$ cat config.mk
export PLATFORM = sky130hd
export DESIGN_NAME = pid_wheel_balance_drive_unit
export DESIGN_NICKNAME = d
export VERILOG_FILES = /design/src/pwbd_pkg.sv /design/src/pid_wheel_balance_drive_unit.sv
export VERILOG_INCLUDE_DIRS = /design/src /design/src/src
export SDC_FILE = /design/constraint.sdc
export NUM_CORES = 2
export LEC_CHECK = 0
export CAP_MARGIN = 25
export CORE_ASPECT_RATIO = 0.75
export CORE_MARGIN = 1
export CORE_UTILIZATION = 32
export DETAILED_ROUTE_END_ITERATION = 10
export DONT_BUFFER_PORTS = 1
export GPL_TIMING_DRIVEN = 0
export PLACE_DENSITY_LB_ADDON = 0.25
export SKIP_LAST_GASP = 1
export SLEW_MARGIN = 5
export SYNTH_ARGS = -nofsm -noshare
export SYNTH_HDL_FRONTEND = slang
export SYNTH_SLANG_ARGS = --single-unit
export TNS_END_PERCENT = 10
$ cat constraint.sdc
create_clock -name clk_i -period 11.5 [get_ports clk_i]
set_input_delay 2.3 -clock clk_i [delete_from_list [all_inputs] [get_ports clk_i]]
set_output_delay 2.3 -clock clk_i [all_outputs]
set_load 0.02 [all_outputs]
$ cat src/assert_macros.svh
`ifndef ASSERT_MACROS_SVH
`define ASSERT_MACROS_SVH

// Checked on every rising clock edge, off while reset is held.
`define ASSERT_CLKD(label, prop, msg) \
  label: assert property (@(posedge clk_i) disable iff (!rst_ni) prop) else $error(msg);

// Checked on every rising clock edge, reset included.
`define ASSERT_ALWAYS(label, prop, msg) \
  label: assert property (@(posedge clk_i) prop) else $error(msg);

`endif

$ cat src/pwbd_pkg.sv
`timescale 1ns / 1ps

package pwbd_pkg;

  localparam int unsigned ExtraDistanceCmDef = 18;

  localparam logic [15:0] GainPRst     = 16'd2621;
  localparam logic [15:0] GainIRst     = 16'd655;
  localparam logic [15:0] GainDRst     = 16'd655;
  localparam logic [15:0] CmPerTickRst = 16'd1229;
  localparam logic signed [15:0] RatioRst = 16'sd4096;

  localparam logic [25:0] TravelMax   = 26'h3FF_FFFF;
  localparam logic [18:0] LeftNumer   = 19'd409600;
  localparam logic [4:0]  DivLastStep = 5'd18;
  localparam logic signed [7:0] SpeedMax = 8'sd100;
  localparam logic signed [7:0] SpeedMin = -8'sd100;

  typedef enum logic [1:0] {
    PhStop  = 2'd0,
    PhDist  = 2'd1,
    PhWall  = 2'd2,
    PhExtra = 2'd3
  } phase_e;

  typedef enum logic [3:0] {
    StIdle,
    StTrav,
    StMulP,
    StMulI,
    StMulD,
    StAcc,
    StRatio,
    StMulSpd,
    StCheck,
    StDiv,
    StLeft,
    StOut
  } state_e;

  typedef enum logic [2:0] {
    RegStopMode  = 3'd0,
    RegTarget    = 3'd1,
    RegSpeed     = 3'd2,
    RegGainP     = 3'd3,
    RegGainI     = 3'd4,
    RegGainD     = 3'd5,
    RegCmPerTick = 3'd6
  } reg_idx_e;

endpackage

$ cat src/pid_wheel_balance_drive_unit.sv
`timescale 1ns / 1ps
`include "assert_macros.svh"

// Straight-line drive controller: one item per encoder sample period, one result item
// back for each. A run is armed by start_req (distance or wall stop rule from
// stop_mode) and the result gives the left/right motor percent and a finished flag.
// All multiplies go through one 32x17 signed multiplier and the division through one
// restoring divider, driven by a small sequencer, so an item is accepted only while
// the sequencer is idle. A sample with the run stopped goes from idle straight to the
// output state; a running sample takes five multiplier passes plus accumulate and ratio
// update; when the right wheel saturates the left speed needs 409600/|ratio| from the
// 19-step divider. The next item can be taken while the result waits.
module pid_wheel_balance_drive_unit #(
  parameter int unsigned EXTRA_DISTANCE_CM = pwbd_pkg::ExtraDistanceCmDef
) (
  input  logic              clk_i,
  input  logic              rst_ni,

  input  logic              psel,
  input  logic              penable,
  input  logic              pwrite,
  input  logic [4:0]        paddr,
  input  logic [31:0]       pwdata,
  output logic [31:0]       prdata,
  output logic              pready,

  input  logic              in_valid_i,
  output logic              in_ready_o,
  input  logic              start_req_i,
  input  logic [7:0]        left_ticks_i,
  input  logic [7:0]        right_ticks_i,
  input  logic              wall_seen_i,

  output logic              out_valid_o,
  input  logic              out_ready_i,
  output logic signed [7:0] left_speed_o,
  output logic signed [7:0] right_speed_o,
  output logic              finished_o
);

  localparam logic [25:0] ExtraLimit = 26'(EXTRA_DISTANCE_CM * 4096);

  // configuration
  logic        stop_mode_q;
  logic [9:0]  target_q;
  logic [6:0]  speed_q;
  logic [15:0] gain_p_q, gain_i_q, gain_d_q, cm_per_tick_q;

  logic                 cfg_wr;
  pwbd_pkg::reg_idx_e   cfg_idx;

  assign pready  = 1'b1;
  assign cfg_wr  = psel && penable && pwrite;
  assign cfg_idx = pwbd_pkg::reg_idx_e'(paddr[4:2]);

  always_ff @(posedge clk_i or negedge rst_ni) begin
    if (!rst_ni) begin
      stop_mode_q   <= 1'b0;
      target_q      <= '0;
      speed_q       <= '0;
      gain_p_q      <= pwbd_pkg::GainPRst;
      gain_i_q      <= pwbd_pkg::GainIRst;
      gain_d_q      <= pwbd_pkg::GainDRst;
      cm_per_tick_q <= pwbd_pkg::CmPerTickRst;
    end else if (cfg_wr) begin
      case (cfg_idx)
        pwbd_pkg::RegStopMode:  stop_mode_q   <= pwdata[0];
        pwbd_pkg::RegTarget:    target_q      <= pwdata[9:0];
        pwbd_pkg::RegSpeed:     speed_q       <= pwdata[6:0];
        pwbd_pkg::RegGainP:     gain_p_q      <= pwdata[15:0];
        pwbd_pkg::RegGainI:     gain_i_q      <= pwdata[15:0];
        pwbd_pkg::RegGainD:     gain_d_q      <= pwdata[15:0];
        pwbd_pkg::RegCmPerTick: cm_per_tick_q <= pwdata[15:0];
        default: ;
      endcase
    end
  end

  always_comb begin
    case (cfg_idx)
      pwbd_pkg::RegStopMode:  prdata = {31'b0, stop_mode_q};
      pwbd_pkg::RegTarget:    prdata = {22'b0, target_q};
      pwbd_pkg::RegSpeed:     prdata = {25'b0, speed_q};
      pwbd_pkg::RegGainP:     prdata = {16'b0, gain_p_q};
      pwbd_pkg::RegGainI:     prdata = {16'b0, gain_i_q};
      pwbd_pkg::RegGainD:     prdata = {16'b0, gain_d_q};
      pwbd_pkg::RegCmPerTick: prdata = {16'b0, cm_per_tick_q};
      default:                prdata = '0;
    endcase
  end

  // run state
  pwbd_pkg::state_e state_q, state_d;
  pwbd_pkg::phase_e phase_q, phase_d;
  logic [25:0]        travelled_q, travelled_d;
  logic signed [9:0]  err_q, err_d, perr_q, perr_d;
  logic signed [31:0] sum_q, sum_d;
  logic signed [15:0] ratio_q, ratio_d;
  logic signed [49:0] acc_q, acc_d;
  logic signed [48:0] prod_q;
  logic [7:0]         lt_q, rt_q;
  logic signed [7:0]  left_q, left_d, right_q, right_d;
  logic [15:0]        dvs_q, dvs_d;
  logic [15:0]        rem_q, rem_d;
  logic [18:0]        dq_q, dq_d;
  logic [4:0]         cnt_q, cnt_d;
  logic               out_valid_q, out_valid_d;
  logic               out_fin_q;
  logic signed [7:0]  out_left_q, out_right_q;

  logic                in_acc, out_load;
  logic signed [31:0]  mul_a;
  logic signed [16:0]  mul_b;
  logic signed [48:0]  mul_p;

  // sample phase decision
  pwbd_pkg::phase_e ph_start, ph_wall, ph_new;
  logic             clr_run;
  logic [25:0]      trav_eff;

  always_comb begin
    ph_start = start_req_i ? (stop_mode_q ? pwbd_pkg::PhWall : pwbd_pkg::PhDist) : phase_q;
    clr_run  = start_req_i;
    ph_wall  = ph_start;
    if (ph_start == pwbd_pkg::PhWall && wall_seen_i) begin
      ph_wall = pwbd_pkg::PhExtra;
      clr_run = 1'b1;
    end
    trav_eff = clr_run ? '0 : travelled_q;
    ph_new   = ph_wall;
    if (ph_wall == pwbd_pkg::PhDist && trav_eff >= {target_q, 12'b0}) begin
      ph_new = pwbd_pkg::PhStop;
    end else if (ph_wall == pwbd_pkg::PhExtra && trav_eff >= ExtraLimit) begin
      ph_new = pwbd_pkg::PhStop;
    end
  end

  // speed check helpers
  logic signed [23:0] spd_prod;
  logic signed [11:0] right_tr;
  logic [7:0]         half_ticks;
  logic signed [9:0]  derr;
  logic               big_derr;
  logic [16:0]        trial;
  logic               trial_ge;

  assign spd_prod   = prod_q[23:0];
  assign right_tr   = 12'((spd_prod + (spd_prod < 0 ? 24'sd4095 : 24'sd0)) >>> 12);
  assign half_ticks = 8'(({1'b0, lt_q} + {1'b0, rt_q}) >> 1);
  assign derr       = err_q - perr_q;
  assign big_derr   = (derr > 10'sd1) || (derr < -10'sd1);
  assign trial      = {rem_q, dq_q[18]};
  assign trial_ge   = trial >= {1'b0, dvs_q};

  // next state
  always_comb begin
    state_d = state_q;
    case (state_q)
      pwbd_pkg::StIdle: begin
        if (in_valid_i) begin
          state_d = (ph_new == pwbd_pkg::PhStop) ? pwbd_pkg::StOut : pwbd_pkg::StTrav;
        end
      end
      pwbd_pkg::StTrav:   state_d = pwbd_pkg::StMulP;
      pwbd_pkg::StMulP:   state_d = pwbd_pkg::StMulI;
      pwbd_pkg::StMulI:   state_d = pwbd_pkg::StMulD;
      pwbd_pkg::StMulD:   state_d = pwbd_pkg::StAcc;
      pwbd_pkg::StAcc:    state_d = pwbd_pkg::StRatio;
      pwbd_pkg::StRatio:  state_d = pwbd_pkg::StMulSpd;
      pwbd_pkg::StMulSpd: state_d = pwbd_pkg::StCheck;
      pwbd_pkg::StCheck: begin
        if (right_tr > 12'sd100 || right_tr < -12'sd100) begin
          state_d = pwbd_pkg::StDiv;
        end else begin
          state_d = pwbd_pkg::StOut;
        end
      end
      pwbd_pkg::StDiv: begin
        if (cnt_q == pwbd_pkg::DivLastStep) begin
          state_d = pwbd_pkg::StLeft;
        end
      end
      pwbd_pkg::StLeft: state_d = pwbd_pkg::StOut;
      pwbd_pkg::StOut: begin
        if (!out_valid_q || out_ready_i) begin
          state_d = pwbd_pkg::StIdle;
        end
      end
      default: state_d = pwbd_pkg::StIdle;
    endcase
  end

  // sequencer outputs
  always_comb begin
    in_ready_o = 1'b0;
    out_load   = 1'b0;
    mul_a      = '0;
    mul_b      = '0;
    case (state_q)
      pwbd_pkg::StIdle: in_ready_o = 1'b1;
      pwbd_pkg::StTrav: begin
        mul_a = $signed({24'b0, half_ticks});
        mul_b = $signed({1'b0, cm_per_tick_q});
      end
      pwbd_pkg::StMulP: begin
        mul_a = 32'(err_q);
        mul_b = $signed({1'b0, gain_p_q});
      end
      pwbd_pkg::StMulI: begin
        mul_a = sum_q;
        mul_b = $signed({1'b0, gain_i_q});
      end
      pwbd_pkg::StMulD: begin
        mul_a = 32'(derr);
        mul_b = $signed({1'b0, gain_d_q});
      end
      pwbd_pkg::StMulSpd: begin
        mul_a = 32'(ratio_q);
        mul_b = $signed({10'b0, speed_q});
      end
      pwbd_pkg::StOut: out_load = !out_valid_q || out_ready_i;
      default: ;
    endcase
  end

  assign in_acc = in_valid_i && in_ready_o;
  assign mul_p  = mul_a * mul_b;

  // datapath
  logic [26:0]        trav_sum;
  logic signed [32:0] sum_ext;
  logic signed [9:0]  err_new;
  logic signed [46:0] ratio_sum;

  assign trav_sum  = {1'b0, travelled_q} + {3'b0, prod_q[23:0]};
  assign err_new   = $signed({2'b0, lt_q}) - $signed({2'b0, rt_q});
  assign sum_ext   = 33'(sum_q) + 33'(err_new);
  assign ratio_sum = 47'(ratio_q) + 47'(acc_q >>> 4);

  always_comb begin
    phase_d     = phase_q;
    travelled_d = travelled_q;
    err_d       = err_q;
    perr_d      = perr_q;
    sum_d       = sum_q;
    ratio_d     = ratio_q;
    acc_d       = acc_q;
    left_d      = left_q;
    right_d     = right_q;
    dvs_d       = dvs_q;
    rem_d       = rem_q;
    dq_d        = dq_q;
    cnt_d       = cnt_q;
    out_valid_d = out_valid_q && !out_ready_i;
    case (state_q)
      pwbd_pkg::StIdle: begin
        if (in_acc) begin
          phase_d = ph_new;
          if (clr_run) begin
            travelled_d = '0;
            err_d       = '0;
            perr_d      = '0;
            sum_d       = '0;
          end
          left_d  = '0;
          right_d = '0;
        end
      end
      pwbd_pkg::StTrav: begin
        perr_d = err_q;
        err_d  = err_new;
        if (sum_ext > 33'sd2147483647) begin
          sum_d = 32'sh7FFF_FFFF;
        end else if (sum_ext < -33'sd2147483648) begin
          sum_d = 32'sh8000_0000;
        end else begin
          sum_d = sum_ext[31:0];
        end
      end
      pwbd_pkg::StMulP: begin
        travelled_d = (trav_sum > {1'b0, pwbd_pkg::TravelMax}) ? pwbd_pkg::TravelMax
                                                              : trav_sum[25:0];
      end
      pwbd_pkg::StMulI: acc_d = 50'(prod_q);
      pwbd_pkg::StMulD: acc_d = acc_q + 50'(prod_q);
      pwbd_pkg::StAcc: begin
        if (big_derr) begin
          acc_d = acc_q - 50'(prod_q);
        end
      end
      pwbd_pkg::StRatio: begin
        if (ratio_sum > 47'sd32767) begin
          ratio_d = 16'sh7FFF;
        end else if (ratio_sum < -47'sd32768) begin
          ratio_d = 16'sh8000;
        end else begin
          ratio_d = ratio_sum[15:0];
        end
      end
      pwbd_pkg::StCheck: begin
        dvs_d = ratio_q[15] ? 16'(-ratio_q) : ratio_q;
        rem_d = '0;
        dq_d  = pwbd_pkg::LeftNumer;
        cnt_d = '0;
        if (right_tr > 12'sd100) begin
          right_d = pwbd_pkg::SpeedMax;
        end else if (right_tr < -12'sd100) begin
          right_d = pwbd_pkg::SpeedMin;
        end else begin
          right_d = right_tr[7:0];
          left_d  = (speed_q > 7'd100) ? pwbd_pkg::SpeedMax : $signed({1'b0, speed_q});
        end
      end
      pwbd_pkg::StDiv: begin
        rem_d = trial_ge ? 16'(trial - {1'b0, dvs_q}) : trial[15:0];
        dq_d  = {dq_q[17:0], trial_ge};
        cnt_d = cnt_q + 5'd1;
      end
      pwbd_pkg::StLeft: begin
        left_d = (dq_q > 19'd100) ? pwbd_pkg::SpeedMax : $signed(dq_q[7:0]);
      end
      pwbd_pkg::StOut: begin
        if (out_load) begin
          out_valid_d = 1'b1;
        end
      end
      default: ;
    endcase
  end

  always_ff @(posedge clk_i or negedge rst_ni) begin
    if (!rst_ni) begin
      state_q     <= pwbd_pkg::StIdle;
      phase_q     <= pwbd_pkg::PhStop;
      travelled_q <= '0;
      err_q       <= '0;
      perr_q      <= '0;
      sum_q       <= '0;
      ratio_q     <= pwbd_pkg::RatioRst;
      out_valid_q <= 1'b0;
    end else begin
      state_q     <= state_d;
      phase_q     <= phase_d;
      travelled_q <= travelled_d;
      err_q       <= err_d;
      perr_q      <= perr_d;
      sum_q       <= sum_d;
      ratio_q     <= ratio_d;
      out_valid_q <= out_valid_d;
    end
  end

  always_ff @(posedge clk_i) begin
    prod_q  <= mul_p;
    acc_q   <= acc_d;
    left_q  <= left_d;
    right_q <= right_d;
    dvs_q   <= dvs_d;
    rem_q   <= rem_d;
    dq_q    <= dq_d;
    cnt_q   <= cnt_d;
    if (in_acc) begin
      lt_q <= left_ticks_i;
      rt_q <= right_ticks_i;
    end
    if (out_load) begin
      out_left_q  <= left_q;
      out_right_q <= right_q;
      out_fin_q   <= (phase_q == pwbd_pkg::PhStop);
    end
  end

  assign out_valid_o   = out_valid_q;
  assign left_speed_o  = out_left_q;
  assign right_speed_o = out_right_q;
  assign finished_o    = out_fin_q;

  `ASSERT_CLKD(a_one_item, in_valid_i && in_ready_o |=> !in_ready_o, "item overlap")
  `ASSERT_CLKD(a_stop_zero, out_valid_o && finished_o |-> left_speed_o == 8'sd0 && right_speed_o == 8'sd0, "stopped speed not zero")
  `ASSERT_CLKD(a_speed_rng, out_valid_o |-> left_speed_o <= 8'sd100 && left_speed_o >= -8'sd100 && right_speed_o <= 8'sd100 && right_speed_o >= -8'sd100, "speed out of range")
  `ASSERT_CLKD(a_div_cnt, state_q == pwbd_pkg::StDiv |-> cnt_q <= pwbd_pkg::DivLastStep, "divider overrun")
  `ASSERT_ALWAYS(a_rst_idle, !rst_ni |-> !out_valid_o, "output valid in reset")

endmodule
==> results.json <==
{
  "vias": 35900,
  "synth_async_sr_flop_share_pct": 47.0,
  "cp-start-kind": "flop",
  "worstPathArrival_ps": 11320,
  "synth_top_flop_cell": "edfxtp_1",
  "antenna_found_initial": 5,
  "total_power_mw": 15.5,
  "period_needed_ps": 10830,
  "cp_slowest_cell": "fa_1",
  "die-area_um2": 141000,
  "setup_violations": 0,
  "p_per_area_nw_per_um2": 318,
  "finalHoldViolCount": 0,
  "p_sw_share_pct": 54.1,
  "max_slew_margin_pct": 19.9,
  "dp_hpwl_mm": 118,
  "area_growth_pct": 9.51,
  "worst-slew-pin-transition_ps": 1200,
  "worst_slack_ps": 668,
  "insertion_delay_ps": 640,
  "yosysTopAreaCell": "fa_1",
  "fillers": 14200,
  "fin_cells": 6931,
  "cts_tree": "yes",
  "cap_violations": 0,
  "path_buf_inv": 6,
  "clk_pin_slew_ps": 60,
  "combPwrFrac_pct": 73.3,
  "power_switching_mw": 8.40,
  "stdcell_area_um2": 48800,
  "cts_max_level": 2,
  "rsz0062_at_grt": "yes",
  "worstSetupPathType": "reg2reg",
  "finalCritPeriodShare_pct": 94.2,
  "grt_pass1_wl_mm": 218,
  "grtUsageTotal_pct": 20.3,
  "yosysTopAreaCellShare_pct": 22.3,
  "synthCells": 4957,
  "place_congestion": 0.953,
  "ys_seq_area_share_pct": 22.9,
  "layout.nets": 5927,
  "seqPwrFrac_pct": 16.9,
  "start_util_pct": 32.3,
  "ys_warn_count": 0,
  "yosys-top-cells-area": "fa_1 22%, edfxtp_1 10%, ha_1 9.4%",
  "drc_errors": 0,
  "dpl_cell_area_um2": 47200,
  "clock-sinks": 385,
  "drive_gt1_share_pct": 5.74,
  "max_freq_mhz": 92.3,
  "p_int_mw": 7.13,
  "grt_overflow": 0,
  "layout_commonest_cell": "inv_1",
  "drtPass1Iterations": 5,
  "crit_family": "compound AO/OA/AOI/OAI gates",
  "status": "finished clean",
  "multi_input_area_um2": 31100,
  "ant_nets": 0,
  "ir_worst_vdd_v": 0.000138,
  "io_buffers": 0,
  "synth_edf_count": 155,
  "regArea_um2": 10200,
  "cp.required_ps": 11990,
  "power_frac_clock_pct": 9.8,
  "totalWireLength_mm": 144,
  "viasPerCell": 5.18,
  "worstSetupEndpointType": "flop",
  "netlist-cell-type-count": 91,
  "die_h_um": 325,
  "hold_path_class": "reg2reg",
  "cts_buffer_depth": 3,
  "place_ws_ps": -386,
  "fp.dieW_um": 433,
  "ys_seq_elements": 385,
  "setup_tns_ps": 0,
  "grt_max_degree": 182,
  "p_leak_nw": 22.0,
  "wl_per_cell_um": 20.7,
  "ioPinCount": 114,
  "fin_worst_skew_ps": 25.8,
  "numCtsBuffers": 43,
  "final_cell_mix": "675 x inv_1, 586 x nand2_1, 497 x fa_1",
  "cp_max_fo": 10,
  "slew_viol_final": 0,
  "drt_iter0_markers": 3381,
  "dp_cells": 6852,
  "placementRows": 118,
  "cts_hold_buf": 0,
  "syn-mean-instance-area_um2": 8.99,
  "max_stage_delay_ps": 560,
  "grt_pass1_vias": 35000,
  "fp.coreArea_um2": 138000,
  "cts_root_buf": "clkbuf_16",
  "netlist_area_um2": 44600
}
==> flip-flops by register name, indices dropped and copies added (netlist names), 19 cells and up <==
signal	count
acc_q	50
prod_q	49
sum_q	32
travelled_q	26
dq_q	19
==> cell usage after synthesis, types with 27 or more instances <==
library cell  number
xnor2_1          172
a221o_1           42
xor2_1           109
nor2b_1           42
clkbuf_1         183
ha_1             334
fa_1             497
a21o_1           131
dfxtp_1           49
nor2_1           426
a22oi_1           27
o21ai_0          210
nand3_1           58
a31oi_1           45
a21oi_1          309
o21bai_1          36
o31ai_1           39
inv_1            675
dfrtp_1          155
edfxtp_1         155
nor3_1            43
mux2_2            78
nand2_1          586
nand2b_1          34
a211oi_1          30
nand4_1           39
and2_1            48
==> cell families after synthesis <==
family                     after synthesis  share of synthesized area, %
buffers and inverters                  894                          7.82
other                                    2                        0.0169
and+or+nand+nor                       1402                          14.0
AOI/OAI and AO/OA                     1066                          15.7
DFF                                    385                          22.9
muxes                                   96                          2.38
xor gates and xnor gates               281                          5.52
adders and majority gates              831                          31.7
==> worst register-to-register path, delay by kind of cell (launching register included) <==
kind | cells | cell delay (ps)
AOI/OAI and AO/OA | 20 | 4560
adders and majority gates | 8 | 3870
buffers and inverters | 6 | 1050
and+or+nand+nor | 4 | 490
DFF | 1 | 460
xor gates and xnor gates | 1 | 240
==> power by group through the flow <==
stage	registers [mW]	clock network (mW)	logic (mW)
after floorplan	2.34	0	8.20
after global placement	2.66	0	11.0
after detailed placement	2.64	0	11.2
after CTS	2.61	1.56	11.3
after global routing	2.68	1.61	12.7
final	2.63	1.52	11.4
==> repair_timing <==
item,in CTS,in global routing
setup buffers,0,0
endpoints found under the setup margin,3,9
pin swaps,0,0
resized for setup,2,23
cloned,0,0
==> metal layers <==
layer / global-route usage, % / part of all wire, % / vias to the layer above
li1: - / - / 16800
met1: 31.9 / 49 / 17700
met2: 27.4 / 39 / 1298
met3: 5.16 / 10 / 135
met4: 3.86 / 1.9 / 2
met5: 0 / 0.023 / -
==> per-stage QoR <==
stage	util, %	hold slack, ps
after floorplan	-	400
after global placement	34.0	404
after detailed placement	34.2	405
after CTS	35.3	422
after global routing	35.3	423
final	35.3	420
==> path summary, 6_finish.rpt <==
path	slack (ps)	depth (start not counted)	endpoint	startpoint
max	670	39	prod_q[47]	err_q[1]
min in group asynchronous	1360	0	sum_q[28]	rst_ni
max in group asynchronous	9370	0	ratio_q[15]	rst_ni
min	420	0	right_speed_o[3]	right_q[3]
max reg2reg	670	39	prod_q[47]	err_q[1]
min reg2reg	420	0	right_speed_o[3]	right_q[3]
==> final cells by class <==
type,count,share of cell area [%]
multi-input cells,3694,63.6
flip-flops and latches,385,20.9
inverters,675,5.19
well taps,1860,4.77
clock buffers,65,2.64
plain buffers,216,1.94
clock inverters,15,0.480
repair buffers,19,0.413
diodes,2,0.0103
Power figures use the tool's default switching activity.
